### src/rtl/assert_macros.svh
// Assertion macros for the RTL files; only dctm_back includes them.
`ifndef ASSERT_MACROS_SVH
`define ASSERT_MACROS_SVH
`ifndef SYNTHESIS
`define ASSERT_IMPL(lbl, clk, rst, ante, cons, msg) \
  lbl: assert property (@(posedge clk) disable iff (rst) (ante) |-> (cons)) else $error(msg);
`define ASSERT_NEXT(lbl, clk, rst, ante, cons, msg) \
  lbl: assert property (@(posedge clk) disable iff (rst) (ante) |=> (cons)) else $error(msg);
`else
`define ASSERT_IMPL(lbl, clk, rst, ante, cons, msg)
`define ASSERT_NEXT(lbl, clk, rst, ante, cons, msg)
`endif
`endif

### src/rtl/dctm_pkg.sv
`timescale 1ns / 1ps
package dctm_pkg;

  localparam int SAMPLE_W = 10;
  localparam int MEAN_W = 10;
  localparam int VALUE_W = 14;

  localparam logic CH_VOLT = 1'b0;
  localparam logic CH_CURR = 1'b1;

  localparam logic [VALUE_W-1:0] LIMIT_RESET = 14'd8000;

  localparam int CURR_SHIFT = 4;

  // Exact reciprocals for the voltage scaling of a 10-bit mean.
  localparam int RECIP_W = 12;
  localparam int RECIP3_S = 13;
  localparam logic [RECIP_W-1:0] RECIP3 = 12'd2731;
  localparam int RECIP5_S = 14;
  localparam logic [RECIP_W-1:0] RECIP5 = 12'd3277;

endpackage

### src/rtl/dctm_front.sv
`timescale 1ns / 1ps
module dctm_front import dctm_pkg::*; #(
  parameter int SAMPLES_PER_GROUP = 4,
  localparam int SUM_W = $clog2(((1 << SAMPLE_W) - 1) * SAMPLES_PER_GROUP + 1)
) (
  input  logic                clk,
  input  logic                rst,
  input  logic                in_valid,
  output logic                in_ready,
  input  logic                channel,
  input  logic [SAMPLE_W-1:0] sample,
  input  logic                q_full,
  output logic                q_push,
  output logic                q_channel,
  output logic [SUM_W-1:0]    q_sum
);

  localparam int CNT_W = $clog2(SAMPLES_PER_GROUP);

  logic [SUM_W-1:0] acc [2];
  logic [CNT_W-1:0] cnt [2];
  logic [SUM_W-1:0] acc_next;
  logic             accept;
  logic             last;

  assign in_ready  = !q_full;
  assign accept    = in_valid && in_ready;
  assign acc_next  = acc[channel] + SUM_W'(sample);
  assign last      = cnt[channel] == CNT_W'(SAMPLES_PER_GROUP - 1);
  assign q_push    = accept && last;
  assign q_channel = channel;
  assign q_sum     = acc_next;

  always_ff @(posedge clk) begin
    if (rst) begin
      for (int i = 0; i < 2; i++) begin
        acc[i] <= '0;
        cnt[i] <= '0;
      end
    end else if (accept) begin
      if (last) begin
        acc[channel] <= '0;
        cnt[channel] <= '0;
      end else begin
        acc[channel] <= acc_next;
        cnt[channel] <= cnt[channel] + CNT_W'(1);
      end
    end
  end

endmodule

### src/rtl/dctm_queue.sv
`timescale 1ns / 1ps
module dctm_queue #(
  parameter int DATA_W = 15
) (
  input  logic              clk,
  input  logic              rst,
  input  logic              push,
  input  logic [DATA_W-1:0] push_data,
  output logic              full,
  input  logic              pop,
  output logic [DATA_W-1:0] pop_data,
  output logic              empty
);

  localparam int DEPTH = 2;
  localparam int PTR_W = $clog2(DEPTH);
  localparam int CNT_W = $clog2(DEPTH + 1);

  logic [DATA_W-1:0] slot [DEPTH];
  logic [PTR_W-1:0]  wr_ptr;
  logic [PTR_W-1:0]  rd_ptr;
  logic [CNT_W-1:0]  count;

  assign full     = count == CNT_W'(DEPTH);
  assign empty    = count == '0;
  assign pop_data = slot[rd_ptr];

  always_ff @(posedge clk) begin
    if (rst) begin
      wr_ptr <= '0;
      rd_ptr <= '0;
      count  <= '0;
    end else begin
      if (push) begin
        slot[wr_ptr] <= push_data;
        wr_ptr       <= wr_ptr + PTR_W'(1);
      end
      if (pop) begin
        rd_ptr <= rd_ptr + PTR_W'(1);
      end
      case ({push, pop})
        2'b10:   count <= count + CNT_W'(1);
        2'b01:   count <= count - CNT_W'(1);
        default: count <= count;
      endcase
    end
  end

endmodule

### src/rtl/dctm_back.sv
`timescale 1ns / 1ps
`include "assert_macros.svh"
module dctm_back import dctm_pkg::*; #(
  parameter int SAMPLES_PER_GROUP = 4,
  parameter int GROUP_COUNT = 4,
  localparam int SUM_W = $clog2(((1 << SAMPLE_W) - 1) * SAMPLES_PER_GROUP + 1)
) (
  input  logic               clk,
  input  logic               rst,
  input  logic               q_valid,
  output logic               q_pop,
  input  logic               q_channel,
  input  logic [SUM_W-1:0]   q_sum,
  input  logic [VALUE_W-1:0] limit,
  output logic               out_valid,
  input  logic               out_ready,
  output logic               result_channel,
  output logic [VALUE_W-1:0] scaled_value,
  output logic               over_current
);

  localparam int IDX_W = $clog2(GROUP_COUNT);

  localparam int MEAN_S = SUM_W + $clog2(SAMPLES_PER_GROUP) + 1;
  localparam int MEAN_M_W = MEAN_S + 1;
  localparam int MEAN_M = ((1 << MEAN_S) + SAMPLES_PER_GROUP - 1) / SAMPLES_PER_GROUP;
  localparam logic [MEAN_M_W-1:0] MEAN_MK = MEAN_M_W'(MEAN_M);
  localparam int PROD_W = SUM_W + MEAN_M_W;

  localparam int TRIM_D = GROUP_COUNT - 2;
  localparam int TOT_W = $clog2(((1 << MEAN_W) - 1) * TRIM_D + 1);
  localparam int TRIM_S = TOT_W + $clog2(TRIM_D) + 1;
  localparam int TRIM_M_W = TRIM_S + 1;
  localparam int TRIM_M = ((1 << TRIM_S) + TRIM_D - 1) / TRIM_D;
  localparam logic [TRIM_M_W-1:0] TRIM_MK = TRIM_M_W'(TRIM_M);
  localparam int TPROD_W = TOT_W + TRIM_M_W;

  localparam int SCL_W = MEAN_W + RECIP_W;
  localparam logic [IDX_W-1:0] LAST_IDX = IDX_W'(GROUP_COUNT - 1);

  typedef enum logic [2:0] {
    ST_IDLE,
    ST_STORE,
    ST_SCAN,
    ST_SUM,
    ST_DIV,
    ST_TRIM,
    ST_SCALE,
    ST_OUT
  } state_t;

  state_t             state;
  logic               chan_r;
  logic [PROD_W-1:0]  mean_prod;
  logic [IDX_W-1:0]   grp_idx [2];
  logic [MEAN_W-1:0]  means [2][GROUP_COUNT];
  logic [IDX_W-1:0]   k;
  logic [IDX_W-1:0]   hi_idx;
  logic [IDX_W-1:0]   lo_idx;
  logic [MEAN_W-1:0]  hi_val;
  logic [MEAN_W-1:0]  lo_val;
  logic [MEAN_W-1:0]  tmean;
  logic [TOT_W-1:0]   total;
  logic [TPROD_W-1:0] trim_prod;
  logic [SCL_W-1:0]   p3;
  logic [SCL_W-1:0]   p5;
  logic [MEAN_W-1:0]  m_k;
  logic [MEAN_W-1:0]  mean_new;
  logic [VALUE_W-1:0] volt_value;
  logic [VALUE_W-1:0] curr_value;

  assign q_pop      = (state == ST_IDLE) && q_valid;
  assign m_k        = means[chan_r][k];
  assign mean_new   = mean_prod[MEAN_S +: MEAN_W];
  assign volt_value = VALUE_W'(tmean) + VALUE_W'(p3 >> RECIP3_S) + VALUE_W'(p5 >> RECIP5_S);
  assign curr_value = VALUE_W'(tmean) << CURR_SHIFT;

  always_ff @(posedge clk) begin
    if (rst) begin
      state      <= ST_IDLE;
      grp_idx[0] <= '0;
      grp_idx[1] <= '0;
      out_valid  <= 1'b0;
    end else begin
      if (out_valid && out_ready && (state != ST_OUT)) begin
        out_valid <= 1'b0;
      end
      case (state)
        ST_IDLE: begin
          if (q_valid) begin
            chan_r    <= q_channel;
            mean_prod <= q_sum * MEAN_MK;
            state     <= ST_STORE;
          end
        end
        ST_STORE: begin
          means[chan_r][grp_idx[chan_r]] <= mean_new;
          if (grp_idx[chan_r] == LAST_IDX) begin
            grp_idx[chan_r] <= '0;
            k      <= IDX_W'(1);
            hi_idx <= '0;
            lo_idx <= '0;
            hi_val <= means[chan_r][0];
            lo_val <= means[chan_r][0];
            state  <= ST_SCAN;
          end else begin
            grp_idx[chan_r] <= grp_idx[chan_r] + IDX_W'(1);
            state           <= ST_IDLE;
          end
        end
        ST_SCAN: begin
          if (m_k > hi_val) begin
            hi_idx <= k;
            hi_val <= m_k;
          end
          if (m_k < lo_val) begin
            lo_idx <= k;
            lo_val <= m_k;
          end
          if (k == LAST_IDX) begin
            k     <= '0;
            total <= '0;
            state <= ST_SUM;
          end else begin
            k <= k + IDX_W'(1);
          end
        end
        ST_SUM: begin
          if (k != hi_idx && k != lo_idx) begin
            total <= total + TOT_W'(m_k);
          end
          if (k == LAST_IDX) begin
            if (hi_idx == lo_idx) begin
              tmean <= hi_val;
              state <= ST_SCALE;
            end else begin
              state <= ST_DIV;
            end
          end else begin
            k <= k + IDX_W'(1);
          end
        end
        ST_DIV: begin
          trim_prod <= total * TRIM_MK;
          state     <= ST_TRIM;
        end
        ST_TRIM: begin
          tmean <= trim_prod[TRIM_S +: MEAN_W];
          state <= ST_SCALE;
        end
        ST_SCALE: begin
          p3    <= tmean * RECIP3;
          p5    <= tmean * RECIP5;
          state <= ST_OUT;
        end
        ST_OUT: begin
          if (!out_valid || out_ready) begin
            out_valid      <= 1'b1;
            result_channel <= chan_r;
            if (chan_r == CH_CURR) begin
              scaled_value <= curr_value;
              over_current <= curr_value > limit;
            end else begin
              scaled_value <= volt_value;
              over_current <= 1'b0;
            end
            state <= ST_IDLE;
          end
        end
        default: state <= ST_IDLE;
      endcase
    end
  end

  `ASSERT_IMPL(a_volt_no_flag, clk, rst, out_valid && (result_channel == CH_VOLT), !over_current, "voltage result carries over-current flag")
  `ASSERT_IMPL(a_walk_range, clk, rst, (state == ST_SCAN) || (state == ST_SUM), k <= LAST_IDX, "group walk index out of range")
  `ASSERT_IMPL(a_trim_order, clk, rst, state == ST_SUM, hi_val >= lo_val, "largest mean below smallest mean")
  `ASSERT_NEXT(a_pop_store, clk, rst, q_pop, state == ST_STORE, "popped group sum not stored")

endmodule

### src/rtl/dual_channel_trimmed_mean_adc.sv
`timescale 1ns / 1ps
// Path: with an idle back end, a sample that completes a set of group means is pushed into the
// queue, then the back end steps through IDLE, STORE, SCAN, SUM, DIV, TRIM, SCALE and OUT to raise
// out_valid; DIV and TRIM are skipped when all means are equal. Throughput: one sample beat per cycle
// while the two-entry group queue has room; the back end walks the means serially and pops no sums.
// Reset is synchronous and clears accumulators, counts, group indexes, the queue and out_valid,
// and sets the limit to 8000; group means need no clearing.
module dual_channel_trimmed_mean_adc import dctm_pkg::*; #(
  parameter int SAMPLES_PER_GROUP = 4,
  parameter int GROUP_COUNT = 4
) (
  input  logic               clk,
  input  logic               rst,
  input  logic               in_valid,
  output logic               in_ready,
  input  logic               channel,
  input  logic [SAMPLE_W-1:0] sample,
  output logic               out_valid,
  input  logic               out_ready,
  output logic               result_channel,
  output logic [VALUE_W-1:0] scaled_value,
  output logic               over_current,
  input  logic               cfg_wr_en,
  input  logic [VALUE_W-1:0] cfg_wr_data
);

  localparam int SUM_W = $clog2(((1 << SAMPLE_W) - 1) * SAMPLES_PER_GROUP + 1);

  logic [VALUE_W-1:0] limit;
  logic               q_full;
  logic               q_empty;
  logic               q_push;
  logic               q_pop;
  logic               push_channel;
  logic [SUM_W-1:0]   push_sum;
  logic [SUM_W:0]     pop_data;

  always_ff @(posedge clk) begin
    if (rst) begin
      limit <= LIMIT_RESET;
    end else if (cfg_wr_en) begin
      limit <= cfg_wr_data;
    end
  end

  dctm_front #(
    .SAMPLES_PER_GROUP(SAMPLES_PER_GROUP)
  ) u_front (
    .clk      (clk),
    .rst      (rst),
    .in_valid (in_valid),
    .in_ready (in_ready),
    .channel  (channel),
    .sample   (sample),
    .q_full   (q_full),
    .q_push   (q_push),
    .q_channel(push_channel),
    .q_sum    (push_sum)
  );

  dctm_queue #(
    .DATA_W(SUM_W + 1)
  ) u_queue (
    .clk      (clk),
    .rst      (rst),
    .push     (q_push),
    .push_data({push_channel, push_sum}),
    .full     (q_full),
    .pop      (q_pop),
    .pop_data (pop_data),
    .empty    (q_empty)
  );

  dctm_back #(
    .SAMPLES_PER_GROUP(SAMPLES_PER_GROUP),
    .GROUP_COUNT      (GROUP_COUNT)
  ) u_back (
    .clk           (clk),
    .rst           (rst),
    .q_valid       (!q_empty),
    .q_pop         (q_pop),
    .q_channel     (pop_data[SUM_W]),
    .q_sum         (pop_data[SUM_W-1:0]),
    .limit         (limit),
    .out_valid     (out_valid),
    .out_ready     (out_ready),
    .result_channel(result_channel),
    .scaled_value  (scaled_value),
    .over_current  (over_current)
  );

endmodule

### config.mk
export PLATFORM = sky130hd
export DESIGN_NAME = dual_channel_trimmed_mean_adc
export DESIGN_NICKNAME = d
export VERILOG_FILES = /design/src/rtl/dctm_pkg.sv /design/src/rtl/dctm_front.sv /design/src/rtl/dctm_queue.sv /design/src/rtl/dctm_back.sv /design/src/rtl/dual_channel_trimmed_mean_adc.sv
export VERILOG_INCLUDE_DIRS = /design/src /design/src/rtl
export SDC_FILE = /design/constraint.sdc
export NUM_CORES = 1
export LEC_CHECK = 0
export BUFFER_PORTS_ARGS = -buffer_cell sky130_fd_sc_hd__clkbuf_2
export CAP_MARGIN = 20
export CORE_UTILIZATION = 35
export CTS_BUF_LIST = sky130_fd_sc_hd__clkbuf_2
export DETAILED_ROUTE_END_ITERATION = 12
export GPL_ROUTABILITY_DRIVEN = 0
export SKIP_CTS_REPAIR_TIMING = 1
export SLEW_MARGIN = 5
export SYNTH_ARGS = -nofsm -noshare
export SYNTH_HDL_FRONTEND = slang
export SYNTH_SLANG_ARGS = --single-unit
### constraint.sdc
create_clock -name clk -period 6.6 [get_ports clk]
set_clock_uncertainty 0.15 [all_clocks]
set_input_delay 0.33 -clock clk [delete_from_list [all_inputs] [get_ports clk]]
set_output_delay 0.33 -clock clk [all_outputs]
set_load 0.005 [all_outputs]
### After elaboration in Yosys (flattened, before gate mapping)

Memory sizes are Yosys's and may differ from the RTL's. A register that Yosys moved wholly into a read port is not among the register bits.
Index checks and enable logic that the tools add are counted.
W data, S select, Z words.

* add/subtract/negate cells: 11
* eq/ne operators: 27
* bitwise operators: 7
* order comparisons: 6
* reductions and logical operators: 31
* mux-type cells: 73
* $mul: 2

Operators with widths (count)
* $mux W10: 8
* $pmux W10 S2: 3
* $mul A10 B12 Y22 const B: 2
* $mux W40: 1
* $mux W1: 32
* $mux W12: 2
* $mux W2: 12
* $pmux W3 S8: 1
* $reduce_and A4 Y1: 6
* $mux W11: 2
* $pmux W11 S2: 1
* $bmux W10 S2: 1
* $demux W10 S2: 1
* $ne A2 B1 Y1 const B: 8
* $add A14 B8 Y14: 1
* $gt A14 B14 Y1: 1
* $mux W14: 1
* $add A12 B10 Y12: 1
* $eq A3 B3 Y1 const B: 4
* $mux W3: 4
* $pmux W2 S2: 3
* $reduce_or A12 Y1: 1
* $add A10 B9 Y11: 1
* $add A11 B10 Y11: 1
* other kinds (29): 59

* RAM bits: 138
* register bits: 140
* memories: 5
* logic and storage cells: 182
* input bits: 30

Memories
* u_back.means: depth 2, bits a word 40, rd ports 1, clocked after memory_dff 0, wr ports 1, RTL line dctm_back.sv:56 `logic [MEAN_W-1:0] means [2][GROUP_COUNT];`
* u_queue.slot: depth 2, bits a word 13, rd ports 1, clocked after memory_dff 1, wr ports 1, RTL line dctm_queue.sv:19 `logic [DATA_W-1:0] slot [DEPTH];`
* u_front.acc: depth 2, bits a word 12, rd ports 1, clocked after memory_dff 0, wr ports 2, RTL line dctm_front.sv:20 `logic [SUM_W-1:0] acc [2];`
* u_back.grp_idx: depth 2, bits a word 2, rd ports 1, clocked after memory_dff 0, wr ports 2, RTL line dctm_back.sv:55 `logic [IDX_W-1:0] grp_idx [2];`
* u_front.cnt: depth 2, bits a word 2, rd ports 1, clocked after memory_dff 0, wr ports 2, RTL line dctm_front.sv:21 `logic [CNT_W-1:0] cnt [2];`

### Depth between registers and ports, before layout

* depth after elaboration: 9
* mapped depth: 18

### Modules after synthesis

From an unflattened synthesis, not the netlist that was laid out.

* cells, all modules: 1265
* area, all modules: 15960.3 um^2

By module, submodules not included
* dctm_back: area each 12463.2 um^2, cells each 992, sequential area each 5655.4 um^2, instances 1
* dctm_front: area each 1833.0 um^2, cells each 165, sequential area each 840.8 um^2, instances 1
* dctm_queue: area each 1139.8 um^2, cells each 62, sequential area each 880.8 um^2, instances 1
* dual_channel_trimmed_mean_adc: area each 524.3 um^2, cells each 46, sequential area each 280.3 um^2, instances 1

### Worst setup path before layout

Ideal clock, no wire load.

* path type: reg-to-reg
* from: register u_back.tmean[8]
* to: register u_back.p5[21], data pin
* slack: 1.370 ns
* period minus slack after synthesis: 5.230 ns
* stages on the path, launching flop included: 19
* arrival time: 4.823 ns
* path buffers: 0
* cell sequence: edfxtp_1 -> inv_1 -> ha_1 -> inv_1 -> fa_1 -> fa_1 -> fa_1 -> inv_1 -> fa_1 -> inv_1 -> ha_1 -> nand3_1 -> o22ai_1 -> a211oi_4 -> a21oi_2 -> or3_1 -> a21o_1 -> a21oi_2 -> xnor2_1

* word-level cells in the longest chain between the ends: 1

RTL lines
* from (decl): RTL line dctm_back.sv:62 `logic [MEAN_W-1:0] tmean;`
* from (signal assigned): RTL line dctm_back.sv:134 `tmean <= hi_val;`
* from (signal assigned): RTL line dctm_back.sv:148 `tmean <= trim_prod[TRIM_S +: MEAN_W];`
* $mul A10 B12 Y22: RTL line dctm_back.sv:153 `p5 <= tmean * RECIP5;`
* to (signal assigned): RTL line dctm_back.sv:153
* to (decl): RTL line dctm_back.sv:66 `logic [SCL_W-1:0] p5;`

No other way between the ends.
A chain may end at the register's enable or synchronous reset.

### Final worst setup path

Ends and elaborated chain as after synthesis.

==> run_results.csv <==
group,metric,value,unit
run_status,outcome,"completed",
cts,cts_h_tree_lvls,3,
power,comb_power_share,20.4,%
yosys,synth_top_area_share,45.4,%
floorplanning,fp.coreArea,43500,µm²
timing,max_clock_freq,176,MHz
floorplanning,ioPinCount,48,
global_route,first_global_vias,9952,
setup_path,endpoint_kind,"flip-flop",
timing,maxSlewHeadroom,35.8,%
timing,fin_setup_tns,0,ns
yosys,postSynthNetCount,1496,
yosys,asyncSetResetFlopFracSynth,0,%
cts,tritoncts_clock_tree,"yes",
yosys,post_synth_num_cell_types,64,
global_route,globalRoute.totalOverflow,0,
detailed_routing,route.detailed.wl_per_inst,16.3,µm
detailed_routing,detail_route.vias_per_cell,4.77,
placement,placement.setup.worst_slack,0.915,ns
detailed_routing,drtPass1Iterations,5,
layout,area_used_by_multi_input_combinational_logic,7360,µm²
placement,placement.io_buffers,47,
flow_run,max-cap-violations,0,
layout,drive_above_1_share,17.3,%
yosys,synth_top_cell_by_area,"sky130_fd_sc_hd__edfxtp_1",
detailed_routing,routed_wl,33.1,mm
timing,layout_worst_path_cycle_share,86.2,%
floorplanning,dieArea,45300,µm²
global_route,largest_net_degree_at_the_start_of_global_routing,27,
yosys,ys_warn_count,0,
power,power.share.clock,28.3,%
layout,syn_to_final_growth,14.4,%
power,share_seq_of_total_power,51.3,%
detailed_routing,vias,9681,
cts,cts_root_buf,"sky130_fd_sc_hd__clkbuf_2",
timing,worst-slew-pin-transition,0.962,ns
placement,hpwlAfterDp,23.9,mm
timing,rsz_0062_raised_after_global_routing,"false",
floorplanning,floorplan.die.width,213,µm
layout,area.sequential,7500,µm²
layout,fin_nets,1665,
setup_path,cp_data_arrival_time,6.16,ns
yosys,synth_top_flop_cell,"sky130_fd_sc_hd__edfxtp_1",
global_route,grt_pass1_wl,51.8,mm
detailed_routing,first_iter_violations,438,
power,p_leak,0.00757,µW
cts,cts_num_sinks,257,
yosys,synth-edff-count,235,
detailed_routing,antenna_left,0,
detailed_routing,remaining_drc_errors,0,
yosys,syn_area,15600,µm²
floorplanning,rows,76,
layout,final_cells,2031,
layout,n_fill_cell,4113,
timing,final-hold-violation-count,0,
cts,clock_latency_on_the_worst_skew_pair,0.92,ns
yosys,seq_area_frac_synth,48.2,%
cts,cts.clk_slew.worst_paths,0.11,ns
global_route,grtUsageTotal,14.9,%
worst_hold_path,timing.hold.worst.class,"in -> reg",
cts,cts-buffers-inserted,71,
power,worst_ir_drop_vdd,0.196,mV
power,power.density,219,nW/µm²
yosys,dominant_cells_by_area_after_synthesis,"sky130_fd_sc_hd__edfxtp_1 (45%), sky130_fd_sc_hd__ha_1 (15%), sky130_fd_sc_hd__fa_1 (7.6%)",
setup_path,worst-path-max-fanout,9,
yosys,yosys-top-cells-count,"sky130_fd_sc_hd__edfxtp_1 (235), sky130_fd_sc_hd__ha_1 (184), sky130_fd_sc_hd__inv_1 (158), sky130_fd_sc_hd__nor2_1 (88), sky130_fd_sc_hd__fa_1 (59)",
cts,cts_max_path_buffers,3,
power,power.switching_fraction,31.2,%
yosys,synthMostInstantiatedCell,"sky130_fd_sc_hd__edfxtp_1",
floorplanning,initial_core_util,35.8,%
timing,final.min_clock_period,5.69,ns
setup_path,setup.worst_path.class,"reg -> reg",
yosys,synth_seq_cells,257,
power,intPower,2690,µW
placement,dp.cells,1841,
timing,finalMaxSlewViolations,0,
yosys,synthesis.instances,1223,
setup_path,timing.critical_path.from_type,"flip-flop",
floorplanning,die_h,213,µm
yosys,syn_avg_cell_area,12.7,µm²
timing,setup_violations,0,
timing,postLayoutSetupSlackWorst,0.914,ns
global_route,initial_antenna_violation_count,2,
power,switching_power,1220,µW
setup_path,worst-endpoint-required,7.07,ns
power by group through the flow:
stage / clock, µW / sequential (µW) / combinational (µW)
final: 1100 / 2000 / 798
after floorplan: 0 / 1980 / 606
after CTS: 1150 / 2000 / 771
after detailed placement: 0 / 2040 / 764
after global placement: 0 / 2040 / 748
after global routing: 1220 / 2020 / 903
sequential cells by signal, summed over array words and instances, names as in the netlist, 2 cells and up:
register             count
u_back.lo_val           10
u_back.p5                8
u_back.hi_val           10
u_back.lo_idx            2
u_back.scaled_value     14
u_front.cnt              4
u_back.means            80
u_back.k                 2
u_queue.slot            22
limit                   14
u_back.trim_prod        10
u_back.grp_idx           4
u_back.mean_prod        10
u_back.hi_idx            2
u_front.acc             24
u_queue.count            2
u_back.tmean            10
u_back.p3                9
u_back.total            11
u_back.state             3
layer usage:
layer,vias up,GRT usage (%),wire length [µm]
met5,-,0,0
li1,4748,-,-
met1,4714,18.3,14300
met2,154,25.8,16900
met4,0,5.63,808
met3,65,2.91,1110
final cells by class:
class	instances	share of cell area, %
diodes	3	0.0422
multi-input cells	777	41.4
clock buffers	97	2.73
well taps	585	4.11
clock inverters	27	0.745
flip-flops and latches	257	42.1
inverters	159	3.35
repair buffers	126	5.54
per-stage QoR:
stage / utilization, % / total power (µW) / hold slack [ns] / cell area [µm²]
4_1_cts: 39.5 / 3930 / -0.614 / 17200
2_1_floorplan: - / 2590 / 0.271 / 15600
6_report: 41.0 / 3900 / 0.246 / 17800
5_1_grt: 41.0 / 4140 / 0.209 / 17800
3_3_place_gp: 38.0 / 2790 / 0.304 / 16500
3_5_place_dp: 38.1 / 2810 / 0.307 / 16500
final timing paths:
check | startpoint | endpoint | slack [ns] | cells after the start
worst max-delay path | u_back.tmean[8]$_DFFE_PP_ | u_back.p5[21]$_DFFE_PP_ | 0.91 | 18
worst min-delay path | sample[0] | u_front.acc[0][0]$_SDFFCE_PN0P_ | 0.25 | 5
worst max register to register | u_back.tmean[8]$_DFFE_PP_ | u_back.p5[21]$_DFFE_PP_ | 0.91 | 18
worst min register to register | u_back.total[3]$_SDFFCE_PN0P_ | u_back.trim_prod[15]$_DFFE_PP_ | 0.25 | 0
worst max-delay path: stages, from the launching register on:
cell and delay, ns:
sky130_fd_sc_hd__edfxtp_1 0.62, sky130_fd_sc_hd__inv_1 0.17, sky130_fd_sc_hd__ha_1 0.37, sky130_fd_sc_hd__inv_1 0.09, sky130_fd_sc_hd__fa_1 0.59, sky130_fd_sc_hd__fa_1 0.46
sky130_fd_sc_hd__fa_1 0.55, sky130_fd_sc_hd__inv_1 0.05, sky130_fd_sc_hd__fa_1 0.50, sky130_fd_sc_hd__inv_1 0.04, sky130_fd_sc_hd__ha_1 0.28, sky130_fd_sc_hd__nand3_1 0.10
sky130_fd_sc_hd__o22ai_1 0.13, sky130_fd_sc_hd__a211oi_4 0.33, sky130_fd_sc_hd__a21oi_2 0.10, sky130_fd_sc_hd__or3_1 0.40, sky130_fd_sc_hd__a21o_1 0.23, sky130_fd_sc_hd__a21oi_2 0.15
sky130_fd_sc_hd__xnor2_1 0.08
cell usage in the layout, fill, tap and decap left out, types with 3 or more instances in the layout:
master	netlist	final
sky130_fd_sc_hd__and2_1	4	4
sky130_fd_sc_hd__mux4_2	20	20
sky130_fd_sc_hd__ha_1	184	184
sky130_fd_sc_hd__a31oi_1	5	5
sky130_fd_sc_hd__dfxtp_1	22	22
sky130_fd_sc_hd__nor2b_1	14	14
sky130_fd_sc_hd__nand4_1	8	8
sky130_fd_sc_hd__o21bai_1	5	5
sky130_fd_sc_hd__nand2b_1	11	11
sky130_fd_sc_hd__clkinv_2	0	3
sky130_fd_sc_hd__a211oi_1	6	6
sky130_fd_sc_hd__inv_1	158	158
sky130_fd_sc_hd__a22oi_1	3	3
sky130_fd_sc_hd__nand3_1	9	9
sky130_fd_sc_hd__xnor2_1	36	36
sky130_fd_sc_hd__nor3_1	15	15
sky130_fd_sc_hd__or3_1	4	4
sky130_fd_sc_hd__xor2_1	21	21
sky130_fd_sc_hd__a21o_1	21	21
sky130_fd_sc_hd__edfxtp_1	235	235
sky130_fd_sc_hd__diode_2	0	3
sky130_fd_sc_hd__and3_1	10	10
sky130_fd_sc_hd__buf_4	0	16
sky130_fd_sc_hd__a21oi_2	5	5
sky130_fd_sc_hd__nand2_1	44	44
sky130_fd_sc_hd__inv_6	0	3
sky130_fd_sc_hd__clkinv_1	1	18
sky130_fd_sc_hd__clkbuf_2	0	144
sky130_fd_sc_hd__o211ai_1	14	14
sky130_fd_sc_hd__mux2i_1	23	23
sky130_fd_sc_hd__fa_1	59	59
sky130_fd_sc_hd__a21oi_1	37	37
sky130_fd_sc_hd__o21ai_1	17	18
sky130_fd_sc_hd__o21ai_0	27	26
sky130_fd_sc_hd__mux2_2	42	42
sky130_fd_sc_hd__nor2_1	88	87
sky130_fd_sc_hd__dlygate4sd3_1	0	63
sky130_fd_sc_hd__o21a_1	12	12
cells by family after synthesis:
kind of cell | count (synthesis) | synth area share, %
buffers and inverters | 189 | 4.59
XOR/XNOR | 58 | 3.31
AO/OA/AOI/OAI | 172 | 7.37
AND/OR/NAND/NOR | 218 | 6.63
multiplexers | 86 | 7.51
flip-flops | 257 | 48.2
adder cells (fa/ha/maj) | 243 | 22.4
(Power assumes the default switching activity.)
